==> config.mk <==
export PLATFORM = sky130hd
export DESIGN_NAME = tbbf_ctrl
export DESIGN_NICKNAME = d
export VERILOG_FILES = /design/src/hw/rtl/tbbf_pkg.sv /design/src/hw/rtl/tbbf_ctrl.sv
export SDC_FILE = /design/constraint.sdc
export NUM_CORES = 1
export LEC_CHECK = 0
export BUFFER_PORTS_ARGS = -buffer_cell sky130_fd_sc_hd__buf_2
export CAP_MARGIN = 25
export CORE_AREA = 3 3 40 42
export DETAILED_ROUTE_END_ITERATION = 10
export DIE_AREA = 0 0 43 45
export PLACE_DENSITY = 0.34
export SYNTH_ARGS = -nofsm -noshare
export SYNTH_HDL_FRONTEND = slang
export SYNTH_SLANG_ARGS = --single-unit
==> constraint.sdc <==
create_clock -name clk -period 2.6 [get_ports clk]
set_input_delay 0.39 -clock clk [delete_from_list [all_inputs] [get_ports clk]]
set_output_delay 0.39 -clock clk [all_outputs]
set_load 0.01 [all_outputs]
==> src/hw/rtl/tbbf_pkg.sv <==
// ----------------------------------------------------------------------------
// tbbf_pkg
// shared types, constants and helpers of the triangle bounding-box fill block
// ----------------------------------------------------------------------------
package tbbf_pkg;

	localparam int MAX_SIDE   = 64;
	localparam int COORD_W    = 7;
	localparam int COL_W      = 6;
	localparam int EDGE_W     = 8;
	localparam int PROD_W     = 16;
	localparam int ACC_W      = 18;
	localparam int VTX_W      = 16;
	localparam int COLOR_W    = 32;
	localparam int MASK_W     = 64;
	localparam int CFG_IDX_W  = 2;
	localparam int CFG_DATA_W = 7;

	localparam logic [CFG_IDX_W-1:0] REG_TARGET_WIDTH  = 2'd0;
	localparam logic [CFG_IDX_W-1:0] REG_TARGET_HEIGHT = 2'd1;

	localparam logic [CFG_DATA_W-1:0] SIDE_RESET = CFG_DATA_W'(MAX_SIDE);

	typedef struct packed {
		logic signed [VTX_W-1:0] vertex1_x;
		logic signed [VTX_W-1:0] vertex1_y;
		logic signed [VTX_W-1:0] vertex2_x;
		logic signed [VTX_W-1:0] vertex2_y;
		logic signed [VTX_W-1:0] vertex3_x;
		logic signed [VTX_W-1:0] vertex3_y;
		logic [COLOR_W-1:0]      fill_color;
	} in_t;

	typedef struct packed {
		logic [COL_W-1:0]   column_x;
		logic [MASK_W-1:0]  row_mask;
		logic [COLOR_W-1:0] pixel_color;
		logic               last_column;
	} out_t;

	typedef struct packed {
		logic load;
		logic setup1;
		logic setup2;
		logic emit;
	} cmd_t;

	typedef struct packed {
		logic last_col;
	} status_t;

	// size register to usable side length
	function automatic logic [COORD_W-1:0] eff_side(logic [CFG_DATA_W-1:0] r);
		logic [COORD_W-1:0] s;
		if (r == '0)
			s = COORD_W'(1);
		else if (r > CFG_DATA_W'(MAX_SIDE))
			s = COORD_W'(MAX_SIDE);
		else
			s = COORD_W'(r);
		return s;
	endfunction

	// floor(side * (v + 1.0) / 2) in q1.14, saturated to 0..side
	function automatic logic [COORD_W-1:0] to_screen(logic signed [VTX_W-1:0] v,
		logic [COORD_W-1:0] side);
		logic signed [VTX_W:0] t;
		logic [VTX_W+COORD_W-1:0] prod;
		logic [COORD_W:0] s;
		logic [COORD_W-1:0] res;
		t = (VTX_W+1)'(v) + (VTX_W+1)'(16384);
		prod = (VTX_W+COORD_W)'(t[VTX_W-1:0]) * (VTX_W+COORD_W)'(side);
		s = prod[VTX_W+COORD_W-1:15];
		if (t <= 0)
			res = '0;
		else if (s > (COORD_W+1)'(side))
			res = side;
		else
			res = s[COORD_W-1:0];
		return res;
	endfunction

endpackage

==> src/hw/rtl/tbbf_ctrl.sv <==
// ----------------------------------------------------------------------------
// tbbf_ctrl
// sequencer: capture, two setup steps, then one column per cycle
// ----------------------------------------------------------------------------
module tbbf_ctrl (
	input  logic               clk,
	input  logic               arst_n,
	input  logic               start,
	input  tbbf_pkg::status_t  status,
	output tbbf_pkg::cmd_t     cmd,
	output logic               busy
);

	typedef enum logic [1:0] {
		ST_IDLE,
		ST_SETUP1,
		ST_SETUP2,
		ST_COLUMN
	} state_t;

	state_t state_q;
	state_t state_d;
	logic   busy_q;

	always_comb begin
		state_d = state_q;
		case (state_q)
			ST_IDLE: begin
				if (start)
					state_d = ST_SETUP1;
			end
			ST_SETUP1: state_d = ST_SETUP2;
			ST_SETUP2: state_d = ST_COLUMN;
			ST_COLUMN: begin
				if (status.last_col)
					state_d = ST_IDLE;
			end
			default: state_d = ST_IDLE;
		endcase
	end

	always_ff @(posedge clk or negedge arst_n) begin
		if (!arst_n) begin
			state_q <= ST_IDLE;
			busy_q  <= 1'b0;
		end else begin
			state_q <= state_d;
			busy_q  <= (state_d != ST_IDLE);
		end
	end

	always_comb begin
		cmd.load   = (state_q == ST_IDLE) && start;
		cmd.setup1 = (state_q == ST_SETUP1);
		cmd.setup2 = (state_q == ST_SETUP2);
		cmd.emit   = (state_q == ST_COLUMN);
	end

	assign busy = busy_q;

endmodule

==> run_results.csv, run 1 <==
group,metric,value,unit
cells_and_area,stdcell_count,41,
setup_path,cp.arrival,1.08,ns
synth,syn_inst,13,
placed_design,placed_cells,36,
grt,grt_pass1_wl,614,um
run_status,outcome,"finished, final reports clean",
cts,cts_resized,0,
route,drt_iter0_markers,5,
grt,antenna_found_initial,0,
synth,synth_sequential_area_ratio,53.6,%
grt,grt_max_degree,9,
synth,yosysWarnings,0,
worst_hold_path,whs_path_depth,2,
cts,clock_sinks,3,
sta,hold_slack,0.422,ns
cts,cts_hold_buf,1,
die,dieArea,1940,sq um
setup_path,required,2.21,ns
run,maxCapViolations,0,
cts,post-cts-setup-buffers,0,
sta,hold_viol,0,
cells_and_area,fill_cells,139,
cts,clockBufferDepth,2,
cts,cts_tree,"yes",
sta,max_freq,679,MHz
cts,cts_root_buf,"clkbuf_4",
cts,clk_pin_slew,0.04,ns
sta,slew-limit-headroom,83.4,%
sta,worst_pin_slew,0.248,ns
die,rows,13,
die,start_util,10.9,%
setup_path,critical_path_class,"reg2out",
route,ant_nets,0,
synth,netlist_area,140,sq um
power,leakagePower,0.000114,uW
synth,synth_fp_nets,17,
power,powerDensity,1240,nW/um^2
cts,htreeDepth,1,
cts,cts_buffers,3,
power,fin_total_pwr,291,uW
placed_design,gp_congestion,0.637,
die,core-area,1280,sq um
placed_design,place_ws,1.39,ns
die,die_w,43,um
worst_hold_path,hold_path_class,"in2reg",
setup_path,worstReg2RegStart,"state_q[1]",
route,dr.pass1.iters,4,
cts,insertion_delay,0.23,ns
setup_path,startpoint_type,"flip-flop",
grt,grt_pass1_vias,142,
sta,slew_viol_final,0,
route,viasPerCell,3.46,
die,ios,9,
worst_hold_path,holdCritStartpoint,"start",
die,die_h,45,um
route,drc,0,
synth,yosysUniqueCellTypes,11,
sta,post-route-period-util,56.7,%
worst_hold_path,whs_endpoint,"busy",
sta,finalSetupViolCount,0,
synth,ys_seq_elements,3,
route,vias,142,
setup_path,r2r_cells,1,
setup_path,worstReg2RegEnd,"busy",
sta,setup_tns,0,ns
sta,finClkSkew,0.000426,ns
sta,setup_slack,1.13,ns
cells_and_area,synthToLayoutAreaGrowth,67.9,%
route,routed_wl,358,um
sta,min_period,1.47,ns
placed_design,post-dp-hpwl,246,um
grt,grt_remaining_overflow,0,
setup_path,cp_max_fo,8,
cells_and_area,finalNetCount,31,
sta,rsz0062_at_grt,"no",
power,irDropWorstVdd,0.354,mV
placed_design,port_buffers,8,
cells_and_area,layout-drive-gt1-share,53.8,%
cells_and_area,diodes,0,
grt,grt_usage,4.84,%
setup_path,setup.worst_path.end_class,"output port",
synth,syn_avg_cell_area,10.8,sq um
setup_path,r2r_slack,1.71,ns
route,routedWlPerCell,8.73,um
[kinds of logic after synthesis]
kind of cell / Yosys count / synth area share, %
AND/OR/NAND/NOR: 6 / 25.9
flip-flops: 3 / 53.6
buffers and inverters: 1 / 2.68
AO/OA/AOI/OAI: 3 / 17.9
[worst max path at each step]
stage                     from     end  slack (ns)  cells after the start
floorplan           state_q[1]  cmd[3]        1.45                      1
global placement    state_q[0]  cmd[1]        1.39                      2
detailed placement  state_q[0]  cmd[1]        1.39                      2
CTS                 state_q[0]  cmd[1]        1.12                      2
global route        state_q[0]  cmd[1]        1.08                      2
finish              state_q[0]  cmd[1]        1.13                      2
[cells in the final DEF (no fill, tap or decap)]
| cell type | instances |
|---|---|
| o21a_1 | 1 |
| inv_2 | 1 |
| and2b_2 | 1 |
| clkbuf_1 | 1 |
| and2_2 | 1 |
| nand2_1 | 1 |
| dlygate4sd3_1 | 1 |
| o31a_1 | 1 |
| buf_2 | 8 |
| nor2_1 | 1 |
| nand3_1 | 1 |
| nor3b_1 | 1 |
| clkbuf_4 | 3 |
| a22o_1 | 1 |
| dfrtp_1 | 3 |
[through the flow]
step | util [%] | cell area [sq um]
detailed placement | 15.5 | 199
global placement | 15.5 | 199
floorplan | - | 140
CTS | 18.3 | 235
finish | 18.3 | 235
global route | 18.3 | 235
[registers in the layout, indices dropped and copies added (netlist names)]
| register | count |
|---|---|
| state_q | 2 |
| busy | 1 |
[Yosys cell counts]
master | instances | area, sq um
nand2_1 | 1 | 3.75
inv_2 | 1 | 3.75
nor3b_1 | 1 | 7.51
o31a_1 | 1 | 8.76
and2_2 | 1 | 7.51
and2b_2 | 1 | 8.76
nand3_1 | 1 | 5.00
a22o_1 | 1 | 8.76
dfrtp_1 | 3 | 75.1
o21a_1 | 1 | 7.51
nor2_1 | 1 | 3.75
[layout make-up]
cell class / instances / area (sq um) / area share, %
clock buffers: 4 / 26.3 / 11.2
inverters: 1 / 3.75 / 1.60
multi-input cells: 9 / 61.3 / 26.1
flip-flops and latches: 3 / 75.1 / 31.9
well taps: 15 / 18.8 / 7.98
repair buffers: 9 / 50.0 / 21.3
[per-layer routing]
metal / GRT usage (%) / part of all wire, % / up-vias
li1: - / - / 71
met1: 5.81 / 50 / 62
met2: 4.49 / 34 / 9
met3: 3.98 / 16 / 0
met4: 5.42 / 0 / 0
met5: 0 / 0 / -
[power breakdown]
part | internal, uW | leakage, uW | total [uW] | switching, uW
clock network | 57.5 | 0.0000150 | 82.0 | 24.5
registers | 68.1 | 0.0000320 | 99.5 | 31.4
logic | 59.5 | 0.0000675 | 109 | 49.8
total | 185 | 0.000114 | 291 | 106
[critical path, cell delays in order (launching register included)]
cell and delay (ns):
dfrtp_1 0.47, and2b_2 0.25, buf_2 0.13
Power figures use the tool's default switching activity.
==> run 2: changes to the inputs <==
clock period = 1.4 ns   (was 2.6 ns; I/O delays follow)
==> run_results.csv, run 2 (same netlist as run 1, synthesis figures left out) <==
group,metric,value,unit
run_status,outcome,"finished, final reports clean",
setup_path,r2r_slack,0.51,ns
route,routedWlPerCell,8.32,um
sta,setup_slack,0.118,ns
cells_and_area,stdcell_count,41,
route,ant_nets,0,
placed_design,placed_cells,36,
power,seqPwrFrac,34.0,%
cts,clk_pin_slew,0.04,ns
power,p_clk_share,28.6,%
cts,post-cts-setup-buffers,0,
cells_and_area,layout-drive-gt1-share,53.8,%
sta,setup_tns,0,ns
worst_hold_path,hold_path_class,"in2reg",
power,leakagePower,0.000114,uW
cts,htreeDepth,1,
setup_path,critical_path_class,"reg2out",
power,powerDensity,2280,nW/um^2
route,vias,134,
grt,grt_pass1_wl,641,um
cts,clock_sinks,3,
run,maxCapViolations,0,
cts,cts_root_buf,"clkbuf_4",
sta,max_freq,780,MHz
route,dr.pass1.iters,2,
grt,grt_max_degree,9,
die,die_w,43,um
cells_and_area,diodes,0,
cells_and_area,final_common_cell,"buf_2",
sta,hold_slack,0.244,ns
sta,finalSetupViolCount,0,
die,core-area,1280,sq um
cts,cts_buffers,3,
cells_and_area,finalNetCount,31,
route,drt_iter0_markers,3,
die,die_h,45,um
cells_and_area,synthToLayoutAreaGrowth,67.9,%
setup_path,setup.worst_path.end_class,"output port",
grt,antenna_found_initial,0,
power,p_int,344,uW
setup_path,cp_max_fo,8,
route,viasPerCell,3.27,
power,switchingPower,192,uW
sta,slew_viol_final,0,
power,netSwitchingFraction,35.9,%
die,rows,13,
grt,grt_remaining_overflow,0,
grt,grt_pass1_vias,151,
sta,hold_viol,0,
placed_design,place_ws,0.369,ns
die,start_util,10.9,%
cells_and_area,largest-register,"state_q",
cts,cts_tree,"yes",
die,dieArea,1940,sq um
setup_path,required,1.19,ns
placed_design,gp_congestion,0.637,
cells_and_area,fill_cells,146,
setup_path,startpoint_type,"flip-flop",
sta,finClkSkew,0.00481,ns
route,routed_wl,341,um
sta,min_period,1.28,ns
cts,clockBufferDepth,2,
sta,post-route-period-util,91.6,%
sta,rsz0062_at_grt,"no",
grt,grt_usage,4.84,%
power,irDropWorstVdd,0.574,mV
setup_path,cp.arrival,1.07,ns
die,ios,9,
cts,cts_hold_buf,1,
cts,cts_resized,0,
cells_and_area,layout_common_cells,"buf_2, dfrtp_1, clkbuf_4",
cts,insertion_delay,0.23,ns
sta,worst_pin_slew,0.234,ns
sta,slew-limit-headroom,84.4,%
route,drc,0,
placed_design,port_buffers,8,
cells_and_area,largest_reg_flops,2,
power,p_comb_share,37.4,%
placed_design,post-dp-hpwl,239,um
[run 2: cell counts in the layout (fill, tap and decap cells not counted)]
No cell type changed its count.
[run 2: final cells by class]
class	count	area (sq um)	share of cell area, %
repair buffers	9	50.0	21.3
well taps	15	18.8	7.98
clock buffers	4	26.3	11.2
flip-flops and latches	3	75.1	31.9
inverters	1	3.75	1.60
multi-input cells	9	61.3	26.1
[run 2: power by group through the flow]
| stage | Clock (uW) | Combinational (uW) | Sequential [uW] |
|---|---|---|---|
| global route | 168 | 231 | 195 |
| finish | 153 | 201 | 182 |
| CTS | 164 | 203 | 182 |
| global placement | 0 | 202 | 181 |
| detailed placement | 0 | 200 | 182 |
| floorplan | 0 | 121 | 179 |
[run 2: final timing paths]
check	start	to	depth (start not counted)
max	state_q[0]	cmd[1]	2
min reg2reg	state_q[0]	state_q[1]	1
min in group asynchronous	arst_n	state_q[1]	2
max reg2reg	state_q[1]	busy	1
min	start	busy	2
max in group asynchronous	arst_n	busy	2
[run 2: through the flow]
step | utilization, % | cell area (sq um) | total power, uW
floorplan | - | 140 | 300
finish | 18.3 | 235 | 536
CTS | 18.3 | 235 | 549
global placement | 15.5 | 199 | 383
global route | 18.3 | 235 | 594
detailed placement | 15.5 | 199 | 382
[run 2: metal layers]
metal / track usage [%] / up-vias / share of wire [%]
li1: - / 71 / -
met1: 5.81 / 54 / 58
met2: 5.69 / 9 / 28
met3: 2.39 / 0 / 13
met4: 5.42 / 0 / 0
met5: 0 / - / 0
[run 2: worst max-delay path, cell delays in order, from the launching register on]
cell     delay (ns)
dfrtp_1        0.46
and2b_2        0.25
buf_2          0.13
==> run 3: changes to the inputs <==
CAP_MARGIN = unset   (was 25)
CELL_PAD_IN_SITES_DETAIL_PLACEMENT = 1   (was unset)
CELL_PAD_IN_SITES_GLOBAL_PLACEMENT = 1   (was unset)
PLACE_DENSITY = 0.4   (was 0.34)
==> run_results.csv, run 3 (same netlist as run 1, synthesis figures left out) <==
group,metric,value,unit
run_status,outcome,"finished, final reports clean",
cells_and_area,layout_common_cells,"buf_2, dfrtp_1, clkbuf_4",
grt,grt_max_degree,9,
power,seqPwrFrac,35.1,%
cts,clk_pin_slew,0.03,ns
sta,rsz0062_at_grt,"no",
placed_design,port_buffers,8,
worst_hold_path,hold_path_class,"in2reg",
setup_path,max_stage_delay,0.48,ns
sta,slew_viol_final,0,
worst_hold_path,holdCritStartpoint,"start",
die,rows,13,
route,viasPerCell,3.71,
die,start_util,10.9,%
route,wl_met2,201,um
cts,clock_sinks,3,
cells_and_area,fin_area,240,sq um
cells_and_area,largest-register,"state_q",
cts,post-cts-setup-buffers,0,
setup_path,worstReg2RegStart,"state_q[1]",
run,maxCapViolations,0,
route,ant_nets,0,
route,drc,0,
cells_and_area,layout-drive-gt1-share,57.7,%
grt,grt_remaining_overflow,0,
worst_hold_path,whs_endpoint,"busy",
die,ios,9,
die,die_h,45,um
sta,setup_tns,0,ns
power,irDropWorstVdd,0.298,mV
placed_design,postPlaceCellArea,199,sq um
die,core-area,1280,sq um
cts,cts_buffers,3,
setup_path,critical_path_class,"reg2out",
route,routed_wl,383,um
sta,min_period,1.30,ns
grt,grt_usage,5.17,%
route,m1WireLength,131,um
cells_and_area,final_common_cell,"buf_2",
setup_path,cp_cell_sequence,"and2b_2 -> buf_2",
cts,insertion_delay,0.23,ns
route,routedWlPerCell,9.34,um
route,top_layer,"met3",
route,drt_iter0_markers,0,
cts,clockBufferDepth,2,
placed_design,post-dp-hpwl,298,um
setup_path,r2r_cells,1,
cts,htreeDepth,1,
die,dieArea,1940,sq um
setup_path,r2r_slack,0.50,ns
cts,cts_root_buf,"clkbuf_4",
sta,post-route-period-util,92.6,%
setup_path,required,1.19,ns
setup_path,startpoint_type,"flip-flop",
route,wl_met3,50,um
cells_and_area,largest_reg_flops,2,
sta,max_freq,772,MHz
sta,hold_viol,0,
setup_path,crit_path_top_delay_cell,"dfrtp_1",
power,powerDensity,2250,nW/um^2
sta,slew-limit-headroom,82.1,%
route,dr.pass1.iters,1,
power,switchingPower,196,uW
route,vias,152,
sta,finClkSkew,0.000505,ns
cts,cts_tree,"yes",
grt,grt_pass1_vias,150,
grt,antenna_found_initial,0,
setup_path,cp.arrival,1.09,ns
grt,grt_pass1_wl,634,um
cells_and_area,diodes,0,
sta,worst_pin_slew,0.268,ns
power,leakagePower,0.000116,uW
setup_path,cp_max_fo,8,
cells_and_area,synthToLayoutAreaGrowth,71.4,%
die,die_w,43,um
cells_and_area,finalNetCount,31,
power,p_comb_share,37.5,%
placed_design,gp_congestion,0.628,
power,p_clk_share,27.4,%
worst_hold_path,whs_path_depth,2,
setup_path,worstReg2RegEnd,"busy",
power,netSwitchingFraction,36.3,%
power,p_int,345,uW
sta,finalSetupViolCount,0,
setup_path,setup.worst_path.end_class,"output port",
==> run 3: cell counts in the layout (fill, tap and decap cells not counted) <==
No cell type changed its count.
==> run 3: per-layer routing <==
metal	vias to the layer above	track usage, %
met3	0	5.58
met5	-	0
met1	76	4.84
met2	5	5.69
met4	0	5.42
li1	71	-
==> run 3: cell type report <==
cell class / instances / area (sq um)
Fill cell: 159 / 1040
Sequential cell: 3 / 75.1
Multi-Input combinational cell: 9 / 66.3
Timing Repair Buffer: 9 / 50.0
Clock buffer: 4 / 26.3
Tap cell: 15 / 18.8
Inverter: 1 / 3.75
==> run 3: worst max path at each step <==
| stage | start | to | cells past startpoint | slack [ns] |
|---|---|---|---|---|
| after detailed placement | state_q[1] | cmd[3] | 2 | 0.35 |
| after global placement | state_q[0] | cmd[1] | 2 | 0.38 |
| after floorplan | state_q[1] | cmd[3] | 1 | 0.43 |
| after CTS | state_q[1] | cmd[3] | 2 | 0.09 |
| final | state_q[0] | cmd[1] | 2 | 0.10 |
| after global routing | state_q[0] | cmd[1] | 2 | 0.05 |
==> run 3: power groups by stage <==
stage | clock network [uW] | logic [uW] | registers, uW
after floorplan | 0 | 121 | 179
after global placement | 0 | 203 | 181
after detailed placement | 0 | 204 | 188
after CTS | 158 | 207 | 186
after global routing | 174 | 228 | 199
final | 148 | 203 | 190
==> run 3: repair_timing <==
item,4_1_cts,5_1_grt
endpoints found under the setup margin,0,1
hold buffers,1,0
hold endpoints to repair,3,0
gates resized for setup,0,1
==> run 3: metrics by stage <==
stage	util, %	total power, uW	std cells	worst slack [ns]	hold WS [ns]
after global placement	15.5	384	36	0.384	0.00738
after global routing	18.7	601	41	0.0535	0.237
after floorplan	-	300	13	0.428	-0.0856
after CTS	18.3	552	41	0.0940	0.229
after detailed placement	15.5	392	36	0.349	0.00997
final	18.7	541	41	0.104	0.234
==> run 3: worst max-delay path: cells and delay by family (launching register included) <==
kind,cells,cell delay (ns)
DFF,1,0.48
and+or+nand+nor,1,0.25
buffers and inverters,1,0.13
